**src/ndrr_pkg.sv**
```systemverilog
// shared types and constants for the debris proximity block
package ndrr_pkg;

    localparam int DEF_MAX_ENTRIES  = 1024;
    localparam int DEF_KEEP_CLOSEST = 10;

    localparam int POS_W   = 25;
    localparam int ID_W    = 16;
    localparam int DIST_W  = 52;
    localparam int CNT_W   = 11;
    localparam int RISK_W  = 3;
    localparam int RANK_W  = 4;
    localparam int CMD_W   = 2;
    localparam int CFG_IDX_W = 2;

    localparam logic [CNT_W-1:0] COUNT_SAT = 11'd2047;
    localparam logic [DIST_W-1:0] UNSET_MAG_SQ = 52'd656;

    localparam logic [CMD_W-1:0] CMD_CLEAR  = 2'd0;
    localparam logic [CMD_W-1:0] CMD_APPEND = 2'd1;
    localparam logic [CMD_W-1:0] CMD_QUERY  = 2'd2;
    localparam logic [CMD_W-1:0] CMD_SPARE  = 2'd3;

    localparam logic [CFG_IDX_W-1:0] REG_NEAR  = 2'd0;
    localparam logic [CFG_IDX_W-1:0] REG_CRIT  = 2'd1;
    localparam logic [CFG_IDX_W-1:0] REG_HIGH  = 2'd2;
    localparam logic [CFG_IDX_W-1:0] REG_CROWD = 2'd3;

    localparam logic [RISK_W-1:0] RISK_NONE = 3'd0;
    localparam logic [RISK_W-1:0] RISK_LOW  = 3'd1;
    localparam logic [RISK_W-1:0] RISK_MED  = 3'd2;
    localparam logic [RISK_W-1:0] RISK_HIGH = 3'd3;
    localparam logic [RISK_W-1:0] RISK_CRIT = 3'd4;

    // controller to datapath commands
    typedef struct packed {
        logic clear;
        logic append;
        logic start;     // latch query, reset list
        logic rd;        // issue memory read of scan index
        logic proc;      // process returned entry
        logic rate;      // compute risk
        logic emit;      // load output register
    } ndrr_cmd_t;

    // datapath to controller status
    typedef struct packed {
        logic scan_done;
        logic drain_done;
    } ndrr_sts_t;

endpackage

```
**src/ndrr_ctrl.sv**
```systemverilog
// command decode and query sequencer
module ndrr_ctrl (
    input  logic                  clk,
    input  logic                  rst_n,
    input  logic                  in_valid,
    output logic                  in_stall,
    input  logic [1:0]            command,
    output logic                  out_valid,
    input  logic                  out_stall,
    output ndrr_pkg::ndrr_cmd_t   cmd,
    input  ndrr_pkg::ndrr_sts_t   sts
);
    import ndrr_pkg::*;

    typedef enum logic [5:0] {
        S_IDLE  = 6'b000001,
        S_SCAN  = 6'b000010,
        S_FLUSH = 6'b000100,
        S_RATE  = 6'b001000,
        S_EMIT  = 6'b010000,
        S_OUT   = 6'b100000
    } state_t;

    state_t state_reg, state_next;
    logic [2:0] flush_reg, flush_next;
    logic out_valid_reg, out_valid_next;
    logic in_acc;
    logic rd_d_reg;

    assign in_stall  = (state_reg != S_IDLE);
    assign in_acc    = in_valid && !in_stall;
    assign out_valid = out_valid_reg;

    // next state and commands
    always_comb
    begin
        state_next     = state_reg;
        flush_next     = flush_reg;
        out_valid_next = out_valid_reg;
        cmd            = '0;
        case (state_reg)
            S_IDLE:
            begin
                if (in_acc)
                begin
                    cmd.clear  = (command == CMD_CLEAR);
                    cmd.append = (command == CMD_APPEND);
                    if (command == CMD_QUERY)
                    begin
                        cmd.start  = 1'b1;
                        state_next = S_SCAN;
                    end
                end
            end
            S_SCAN:
            begin
                if (sts.scan_done)
                begin
                    flush_next = 3'd0;
                    state_next = S_FLUSH;
                end
                else
                    cmd.rd = 1'b1;
            end
            S_FLUSH:
            begin
                flush_next = flush_reg + 3'd1;
                if (flush_reg == 3'd3)
                    state_next = S_RATE;
            end
            S_RATE:
            begin
                cmd.rate   = 1'b1;
                state_next = S_EMIT;
            end
            S_EMIT:
            begin
                if (!out_valid_reg || !out_stall)
                begin
                    cmd.emit       = 1'b1;
                    out_valid_next = 1'b1;
                    state_next     = sts.drain_done ? S_OUT : S_EMIT;
                end
            end
            S_OUT:
            begin
                if (!out_stall)
                begin
                    out_valid_next = 1'b0;
                    state_next     = S_IDLE;
                end
            end
            default:
                state_next = S_IDLE;
        endcase
        if (state_reg == S_EMIT && out_valid_reg && !out_stall && !cmd.emit)
            out_valid_next = 1'b0;
        // process strobe is the read strobe delayed by one register
        cmd.proc = rd_d_reg;
    end

    always_ff @(posedge clk or negedge rst_n)
    begin
        if (!rst_n)
            rd_d_reg <= 1'b0;
        else
            rd_d_reg <= cmd.rd;
    end

    always_ff @(posedge clk or negedge rst_n)
    begin
        if (!rst_n)
        begin
            state_reg     <= S_IDLE;
            flush_reg     <= '0;
            out_valid_reg <= 1'b0;
        end
        else
        begin
            state_reg     <= state_next;
            flush_reg     <= flush_next;
            out_valid_reg <= out_valid_next;
        end
    end

endmodule

```
**config.mk**
```make
export PLATFORM = sky130hd
export DESIGN_NAME = ndrr_ctrl
export DESIGN_NICKNAME = d
export VERILOG_FILES = /design/src/ndrr_pkg.sv /design/src/ndrr_ctrl.sv
export SDC_FILE = /design/constraint.sdc
export NUM_CORES = 1
export LEC_CHECK = 0
export BUFFER_PORTS_ARGS = -buffer_cell sky130_fd_sc_hd__buf_2
export CORE_MARGIN = 8
export CORE_UTILIZATION = 44
export CTS_CLUSTER_DIAMETER = 60
export DETAILED_ROUTE_END_ITERATION = 10
export GPL_TIMING_DRIVEN = 0
export PLACE_DENSITY_LB_ADDON = 0.08
export SYNTH_ARGS = -nofsm -noshare
export SYNTH_HDL_FRONTEND = slang
export SYNTH_SLANG_ARGS = --single-unit
```
**constraint.sdc**
```tcl
create_clock -name clk -period 1.54 [get_ports clk]
set_input_delay 0.154 -clock clk [delete_from_list [all_inputs] [get_ports clk]]
set_output_delay 0.154 -clock clk [all_outputs]
set_load 0.03 [all_outputs]
```
==> results.py, run 1 <==
metrics = {
    "layout": {
        "largest_reg_flops": 6,
        "multi_input_area_um2": 424,
        "syn_to_final_growth_pct": 65.1,
        "final_cells": 112,
        "drive_above_1_share_pct": 58.8,
        "regArea_um2": 283,
        "antenna_cells": 0,
        "n_fill_cell": 85,
        "final_nets": 108,
    },
    "clock_tree": {
        "clock_path_buffers": 2,
        "clk_pin_slew_ns": 0.07,
        "clock_latency_ns": 0.27,
        "clock-root-buffer": "clkbuf_4",
        "numCtsBuffers": 3,
        "clkSinkCount": 11,
        "htree_levels": 1,
        "cts_tree": "built",
    },
    "yosys": {
        "synth_nets": 69,
        "synth_top_cells_by_area": "dfrtp_1 (40%), nand3b_1 (6.0%), dfstp_2 (4.2%)",
        "yosysUniqueCellTypes": 32,
        "synth_area_um2": 631,
        "synth_area_leader_cell": "dfrtp_1",
        "synth_cells": 59,
        "synth-seq-cells": 11,
        "synth-seq-area-share_pct": 43.8,
        "ys_warn_count": 0,
        "syn_avg_cell_area_um2": 10.7,
        "yosysTopAreaCellShare_pct": 39.7,
    },
    "status": {
        "violations": "negative setup slack",
        "status": "complete, but fails checks",
    },
    "critical_path": {
        "cpMostUsedCell": "nor4_4",
        "worstPathArrival_ns": 1.64,
        "r2r-end": "flush_reg[0]",
        "crit_chain": "nor4_4, nand3b_1, buf_6, nor4_4, buf_4",
        "r2r-start": "state_reg[5]",
        "critPathMaxStageDelay_ns": 0.46,
        "crit_start": "state_reg[3]",
        "critPathLaunchType": "register",
        "crit_fanout": 5,
        "rrSetupSlack_ns": -0.25,
        "setup.worst_path.end_class": "output pin",
        "cp.required_ns": 1.39,
        "ff2ff_path_depth": 6,
        "slowest_stage": "dfrtp_2",
        "cp-endpoint": "cmd[5]",
        "worstSetupPathType": "register to output pin",
    },
    "floorplanning": {
        "die_h_um": 53.9,
        "initial_core_util_pct": 47.9,
        "die_w_um": 53.9,
        "coreArea_mm2": 0.00132,
        "die_area_mm2": 0.00290,
        "rows": 13,
        "num_io_pins": 17,
    },
    "global_routing": {
        "grt_pass1_vias": 610,
        "track_usage_pct": 13.4,
        "gr-total-overflow": 0,
        "grt_max_degree": 12,
        "grt_pass1_wl_um": 2830,
        "grt_antenna_before_repair": 0,
    },
    "power_and_ir_drop": {
        "powerDensity_mw_per_mm2": 1040,
        "switching_share_pct": 37.0,
        "p_sw_uw": 400,
        "seqPwrFrac_pct": 37.7,
        "power_leakage_uw": 0.000497,
        "vdd_drop_max_uv": 869,
        "clkPwrFrac_pct": 17.9,
        "combPwrFrac_pct": 44.4,
        "p_int_uw": 679,
    },
    "route": {
        "viasPerCell": 5.75,
        "wl_per_cell_um": 16.8,
        "drtIter0Drc": 10,
        "ant_nets": 0,
        "firstDrtPassIters": 4,
        "drcViolationCount": 0,
        "via_count": 644,
        "routed_wl_um": 1880,
    },
    "timing": {
        "setup_violations": 14,
        "tightest_slew_ns": 0.296,
        "period_needed_ns": 1.79,
        "hold_viol": 0,
        "fin_crit_sh_pct": 116,
        "timing.fmax_ghz": 0.558,
        "drv_slew": 0,
        "finalSetupTns_ns": -2.32,
        "rsz0062_at_grt": "true",
        "fin_ws_ns": -0.253,
        "fin_skew_ns": 0.0115,
        "slew_headroom_pct": 80.1,
    },
    "worst_hold_path": {
        "hold_class": "input pin to register",
    },
    "place": {
        "place_ws_ns": -0.148,
        "dp.cells": 90,
        "dpl.hpwl_um": 1140,
        "port_buffers": 16,
        "place_congestion": 0.778,
    },
    "flow_run": {
        "cap_violations": 0,
    },
}
==> logic make-up (layout without fill, tap and decap cells) <==
family / count (synthesis) / count (layout) / synth area share, %
fa+ha+maj: 2 / 2 / 3.97
compound gates: 12 / 12 / 14.7
mux: 1 / 1 / 1.79
buf+inv: 6 / 44 / 4.17
flops: 11 / 11 / 43.8
xor+xnor: 1 / 1 / 1.39
simple gates: 26 / 26 / 30.2
==> final cells by class <==
| class | count | area share, % |
|---|---|---|
| well taps | 15 | 1.80 |
| plain buffers | 1 | 0.721 |
| clock buffers | 4 | 2.52 |
| repair buffers | 34 | 25.2 |
| flip-flops and latches | 11 | 27.2 |
| inverters | 5 | 1.80 |
| multi-input cells | 42 | 40.7 |
==> synthesized netlist by cell type <==
library cell  number
o21ai_0            1
a21oi_1            1
nand2_1            4
dfstp_2            1
o21a_1             1
nor2b_1            1
o211ai_1           1
inv_1              5
nor4_2             2
nand4_1            1
nand3_1            2
nor3_1             1
and3b_1            2
dfrtp_1           10
nand4b_1           1
ha_1               2
a22o_1             1
xor2_1             1
o21ai_1            1
nand3b_2           1
o311ai_1           1
o22ai_1            2
nand3b_1           5
buf_4              1
nor2_1             2
nor4_1             2
o2bb2ai_1          1
o221ai_2           1
and3_1             1
nor4_4             1
mux2_2             1
o22a_1             1
==> per-stage QoR <==
stage	utilization [%]	area, um2	hold slack, ns	power, uW
floorplan	-	667	-0.142	643
global placement	58.1	766	0.0329	724
detailed placement	58.1	766	0.0316	731
CTS	76.2	1000	0.111	1040
global route	79.0	1040	0.131	1140
finish	79.0	1040	0.123	1080
==> critical path: cells and delay by family (launching register included) <==
kind | cells | cell delay [ns]
buf+inv | 2 | 0.34
flops | 1 | 0.46
simple gates | 3 | 0.55
==> power by group through the flow <==
stage               Sequential [uW]  Clock, uW  Combinational [uW]
finish                          406        194                 479
global route                    415        208                 513
CTS                             406        196                 436
detailed placement              399          0                 332
global placement                397          0                 327
floorplan                       388          0                 256
==> worst min-delay path by stage <==
| stage | startpoint | to | cells past startpoint |
|---|---|---|---|
| floorplan | rst_n | flush_reg[0] | 0 |
| finish | sts[0] | state_reg[4] | 2 |
| CTS | sts[0] | state_reg[4] | 2 |
| detailed placement | rst_n | rd_d_reg | 1 |
| global route | sts[0] | state_reg[4] | 2 |
| global placement | rst_n | out_valid | 1 |
==> cell usage in the layout (no fill, tap or decap), types with 2 or more instances in the layout <==
cell	netlist	layout
clkbuf_4	0	3
dfrtp_1	10	5
ha_1	2	2
nand3_1	2	2
nor4_4	1	5
buf_4	1	16
nand3b_1	5	5
inv_1	5	5
dfrtp_2	0	5
nand2_1	4	4
buf_2	0	10
buf_6	0	8
==> metal layers <==
layer / vias to the layer above / wire (um) / global-route usage [%]
met5: - / 0 / 0
met4: 0 / 43 / 2.10
met3: 4 / 138 / 6.34
met2: 23 / 957 / 23.0
met1: 314 / 745 / 15.0
li1: 303 / - / -
==> repair_timing <==
action	in CTS	in global routing
hold endpoints to repair	11	0
setup endpoints to repair	12	14
hold buffers	1	0
setup buffers	14	6
gates resized for setup	25	4
pin swaps	10	7
(Power assumes the default switching activity.)
==> run 2, diff against run 1 <==
--- a/config.mk
+++ b/config.mk
@@ -6,8 +6,10 @@
 export NUM_CORES = 1
 export LEC_CHECK = 0
 export BUFFER_PORTS_ARGS = -buffer_cell sky130_fd_sc_hd__buf_2
+export CELL_PAD_IN_SITES_DETAIL_PLACEMENT = 1
+export CELL_PAD_IN_SITES_GLOBAL_PLACEMENT = 1
 export CORE_MARGIN = 8
-export CORE_UTILIZATION = 44
+export CORE_UTILIZATION = 34
 export CTS_CLUSTER_DIAMETER = 60
 export DETAILED_ROUTE_END_ITERATION = 10
 export GPL_TIMING_DRIVEN = 0
==> run 2 against run 1 <==
  * The run still ends with negative setup slack left
  * Clock skew decreased by 0.010 ns
  * Count of clock-buffer cells in the layout unchanged
  * Final area is 7.5% higher
  * Cell count rose by 14%
  * Via count rose by 7.8%
  * Clock power is 3% higher
  * Sequential power rose by 2%
  * Non-clock buffer count rose by 6
  * Global-route usage down 0.73 points
  * Total power up 9.5%
  * Largest power group unchanged
==> results.py, run 2 (synthesis gave the netlist of run 1 again) <==
metrics = {
    "critical_path": {
        "worstPathArrival_ns": 1.68,
        "crit_chain": "nor4_4, nand3b_1, buf_6, nor4_4, buf_6",
        "ff2ff_path_depth": 8,
        "setup.worst_path.end_class": "output pin",
        "crit_start": "state_reg[4]",
        "cp.required_ns": 1.39,
        "r2r-start": "state_reg[4]",
        "critPathTopFamily": "simple AND/OR/NAND/NOR gates",
        "critPathMaxStageDelay_ns": 0.44,
        "cp-endpoint": "cmd[5]",
        "rrSetupSlack_ns": -0.24,
        "crit_fanout": 2,
        "critPathLaunchType": "register",
        "crit_buf_inv": 2,
        "slowest_stage": "dfrtp_2",
        "worstSetupPathType": "register to output pin",
        "cp.depth": 5,
        "r2r-end": "flush_reg[0]",
    },
    "clock_tree": {
        "numCtsBuffers": 3,
        "clkSinkCount": 11,
        "clk_pin_slew_ns": 0.07,
        "clock-root-buffer": "clkbuf_4",
        "clock_path_buffers": 2,
        "clock_latency_ns": 0.27,
        "htree_levels": 1,
        "cts_tree": "built",
    },
    "timing": {
        "hold_viol": 0,
        "timing.fmax_ghz": 0.547,
        "fin_ws_ns": -0.290,
        "fin_crit_sh_pct": 119,
        "whs_ns": 0.113,
        "fin_skew_ns": 0.00108,
        "setup_violations": 15,
        "drv_slew": 0,
        "period_needed_ns": 1.83,
        "tightest_slew_ns": 0.264,
        "rsz0062_at_grt": "true",
        "slew_headroom_pct": 82.3,
    },
    "global_routing": {
        "grt_antenna_before_repair": 0,
        "gr-total-overflow": 0,
        "grt_max_degree": 12,
        "track_usage_pct": 12.7,
        "grt_pass1_wl_um": 3420,
        "grt_pass1_vias": 751,
    },
    "floorplanning": {
        "die_h_um": 59.1,
        "num_io_pins": 17,
        "die_w_um": 59.1,
        "coreArea_mm2": 0.00175,
        "die_area_mm2": 0.00349,
        "initial_core_util_pct": 36.1,
        "rows": 15,
    },
    "power_and_ir_drop": {
        "vdd_drop_max_uv": 971,
        "power_uw": 1180,
        "powerDensity_mw_per_mm2": 1060,
        "power_leakage_uw": 0.000527,
    },
    "route": {
        "firstDrtPassIters": 4,
        "routed_wl_um": 2310,
        "drtIter0Drc": 14,
        "drcViolationCount": 0,
        "wl_per_cell_um": 18.0,
        "viasPerCell": 5.42,
        "ant_nets": 0,
        "via_count": 694,
    },
    "layout": {
        "final_common_cell": "buf_4",
        "largest_reg_flops": 6,
        "syn_to_final_growth_pct": 77.4,
        "drive_above_1_share_pct": 62.1,
        "final_nets": 114,
        "antenna_cells": 0,
        "final_cell_mix": "buf_4 (20), buf_6 (11), buf_2 (9)",
    },
    "worst_hold_path": {
        "hold_path_startpoint": "sts[0]",
        "hold_class": "input pin to register",
    },
    "status": {
        "violations": "negative setup slack",
        "status": "complete, but fails checks",
    },
    "place": {
        "dpl.hpwl_um": 1240,
        "port_buffers": 16,
        "place_congestion": 0.824,
    },
    "flow_run": {
        "cap_violations": 0,
    },
}
## run 2: cell types whose count changed in the layout (fill, tap and decap cells not counted)
cell	before	now
o311ai_1	0	1
o2bb2ai_1	1	0
nor2_4	1	2
buf_2	10	9
o2bb2ai_2	0	1
buf_4	16	20
buf_6	8	11
nor2_2	1	0
o311ai_2	1	0
nor2b_2	0	1
nor2b_1	1	0
## run 2: worst min-delay path by stage
stage	slack [ns]	endpoint	cells after the start
final	0.11	state_reg[4]	2
after global placement	0.04	out_valid	1
after detailed placement	0.04	out_valid	1
after CTS	0.11	state_reg[4]	2
after floorplan	-0.14	flush_reg[0]	0
after global routing	0.12	state_reg[4]	2
## run 2: report_power, final
group / leakage [uW] / total [uW] / switching (uW) / internal (uW)
clock: 0.0000150 / 199 / 98.4 / 100
combinational: 0.000373 / 567 / 267 / 300
sequential: 0.000139 / 416 / 72.4 / 344
## run 2: metal layers
layer	part of all wire (%)	vias up	track usage [%]
met5	0	-	0
met4	2.2	0	3.41
met3	5.8	7	5.64
met2	51	26	22.4
met1	41	348	13.2
li1	-	313	-
## run 2: final cells by class
class	instances	area (um2)
Multi-Input combinational cell	42	430
Inverter	5	18.8
Sequential cell	11	283
Buffer	1	7.51
Clock buffer	4	26.3
Tap cell	25	31.3
Timing Repair Buffer	40	322
Fill cell	183	627
## run 2: what timing repair did
action | in CTS | in global routing
endpoints found under the setup margin | 12 | 15
hold buffers | 1 | 0
endpoints found under the hold margin | 10 | 0
buffers inserted | 16 | 7
pin swaps | 9 | 6
resized for setup | 27 | 7
## run 2: per-stage QoR
step	std cells	instance area [um2]	util, %	worst slack [ns]	TNS (ns)
floorplan	59	667	-	-0.357	-1.07
global placement	100	778	44.6	-0.171	-0.710
detailed placement	100	778	44.6	-0.185	-0.887
CTS	121	1040	59.5	-0.224	-1.46
global route	128	1120	64.1	-0.395	-3.80
finish	128	1120	64.1	-0.290	-2.54
==> run 3, diff against run 2 <==
--- a/config.mk
+++ b/config.mk
@@ -17,3 +17,4 @@
 export SYNTH_ARGS = -nofsm -noshare
 export SYNTH_HDL_FRONTEND = slang
 export SYNTH_SLANG_ARGS = --single-unit
+export TNS_END_PERCENT = 1
==> run 3 against run 2 <==
  * The flow still finishes with violations (negative setup slack)
  * Die area unchanged
  * Combinational power down 27%
  * Sequential cell count unchanged
  * Sequential share of layout area up 5.5 points
  * First-iteration DRC count down 57%
  * Final area down 18%
  * Critical path depth unchanged
  * Sequential power down 3%
  * Via count down 17%
  * Total power down 15%
  * Wire length down 32%
  * Critical path type unchanged
  * Critical endpoint unchanged
  * Largest power group unchanged
==> results.py, run 3 (synthesis gave the netlist of run 1 again) <==
metrics = {
    "critical_path": {
        "r2r-start": "state_reg[4]",
        "cp.depth": 5,
        "crit_fanout": 5,
        "r2r-end": "flush_reg[0]",
        "critPathMaxStageDelay_ns": 0.44,
        "crit_start": "state_reg[4]",
        "cp.required_ns": 1.39,
        "crit_chain": "nor4_4, nand3b_1, buf_6, nor4_4, buf_6",
        "slowest_stage": "dfrtp_2",
        "ff2ff_path_depth": 4,
        "worstPathArrival_ns": 1.65,
        "cp-endpoint": "cmd[5]",
        "critPathTopFamily": "simple AND/OR/NAND/NOR gates",
        "rrSetupSlack_ns": -0.07,
        "crit_buf_inv": 2,
        "worstSetupPathType": "register to output pin",
        "setup.worst_path.end_class": "output pin",
        "critPathLaunchType": "register",
    },
    "timing": {
        "timing.fmax_ghz": 0.554,
        "period_needed_ns": 1.81,
        "tightest_slew_ns": 0.287,
        "finalSetupTns_ns": -1.34,
        "fin_skew_ns": 0.00117,
        "drv_slew": 0,
        "setup_violations": 8,
        "slew_headroom_pct": 80.7,
        "fin_ws_ns": -0.266,
        "fin_crit_sh_pct": 117,
        "hold_viol": 0,
        "rsz0062_at_grt": "true",
    },
    "route": {
        "via_count": 576,
        "firstDrtPassIters": 4,
        "dr_wl_met3_um": 81,
        "wl_per_cell_um": 14.2,
        "viasPerCell": 5.19,
        "drcViolationCount": 0,
        "wl_met2_um": 750,
        "drtIter0Drc": 6,
        "top_layer_used": "met4",
        "ant_nets": 0,
        "routed_wl_um": 1570,
        "wl_met1_um": 715,
    },
    "worst_hold_path": {
        "hold_class": "input pin to register",
        "hold_depth": 2,
    },
    "global_routing": {
        "gr-total-overflow": 0,
        "grt_max_degree": 12,
        "grt_pass1_vias": 580,
        "track_usage_pct": 9.88,
        "grt_pass1_wl_um": 2690,
        "grt_antenna_before_repair": 0,
    },
    "clock_tree": {
        "htree_levels": 1,
        "clock_path_buffers": 2,
        "clkSinkCount": 11,
        "cts_tree": "built",
        "clock-root-buffer": "clkbuf_4",
        "clock_latency_ns": 0.26,
        "clk_pin_slew_ns": 0.06,
        "numCtsBuffers": 3,
    },
    "place": {
        "placed_cell_area_um2": 774,
        "port_buffers": 16,
        "place_congestion": 0.713,
        "dpl.hpwl_um": 1190,
        "dp.cells": 100,
    },
    "layout": {
        "final_common_cell": "buf_2",
        "syn_to_final_growth_pct": 45.6,
        "drive_above_1_share_pct": 47.7,
        "postLayoutCellArea_um2": 918,
        "antenna_cells": 0,
        "n_fill_cell": 199,
        "final_cell_mix": "buf_2 (11), buf_4 (8)",
        "multi_input_area_um2": 389,
        "final_nets": 97,
        "post-route-util_pct": 52.6,
        "final_cells": 111,
        "regArea_um2": 283,
        "largest_reg_flops": 6,
    },
    "floorplanning": {
        "coreArea_mm2": 0.00175,
        "die_w_um": 59.1,
        "die_area_mm2": 0.00349,
        "initial_core_util_pct": 36.1,
        "die_h_um": 59.1,
        "rows": 15,
        "num_io_pins": 17,
    },
    "power_and_ir_drop": {
        "vdd_drop_max_uv": 572,
        "power_uw": 1010,
        "power_leakage_uw": 0.000437,
        "powerDensity_mw_per_mm2": 1100,
    },
    "status": {
        "violations": "negative setup slack",
        "status": "complete, but fails checks",
    },
    "flow_run": {
        "cap_violations": 0,
    },
}
-- run 3: routing by layer --
metal	global-route usage, %	vias up
met5	0	-
li1	-	280
met3	2.39	3
met4	4.10	0
met2	15.3	13
met1	12.7	280
-- run 3: repair_timing --
item	in CTS	in global routing
endpoints found under the hold margin	11	0
resized for setup	13	4
pin swaps	5	3
hold buffers	1	0
endpoints found under the setup margin	11	13
buffers inserted	5	1
cloned	0	0
-- run 3: area by class of cell --
class | count | share of cell area, %
Multi-Input combinational cell | 42 | 42.4
Sequential cell | 11 | 30.8
Timing Repair Buffer | 23 | 17.7
Tap cell | 25 | 3.41
Clock buffer | 4 | 2.86
Inverter | 5 | 2.04
Buffer | 1 | 0.817
-- run 3: worst min-delay path by stage --
stage,startpoint,to
6_report,sts[0],state_reg[4]
5_1_grt,sts[0],state_reg[4]
4_1_cts,sts[0],state_reg[4]
3_5_place_dp,rst_n,state_reg[5]
3_3_place_gp,rst_n,state_reg[5]
2_1_floorplan,rst_n,flush_reg[0]
-- run 3: power breakdown --
part           switching, uW  internal (uW)  leakage [uW]
clock network           88.4            100     0.0000150
registers               61.1            344      0.000139
logic                    209            203      0.000283
-- run 3: through the flow --
step | hold WS (ns) | setup WS [ns]
finish | 0.112 | -0.266
global placement | 0.0318 | -0.142
floorplan | -0.142 | -0.357
global route | 0.107 | -0.388
CTS | 0.100 | -0.274
detailed placement | 0.0356 | -0.167
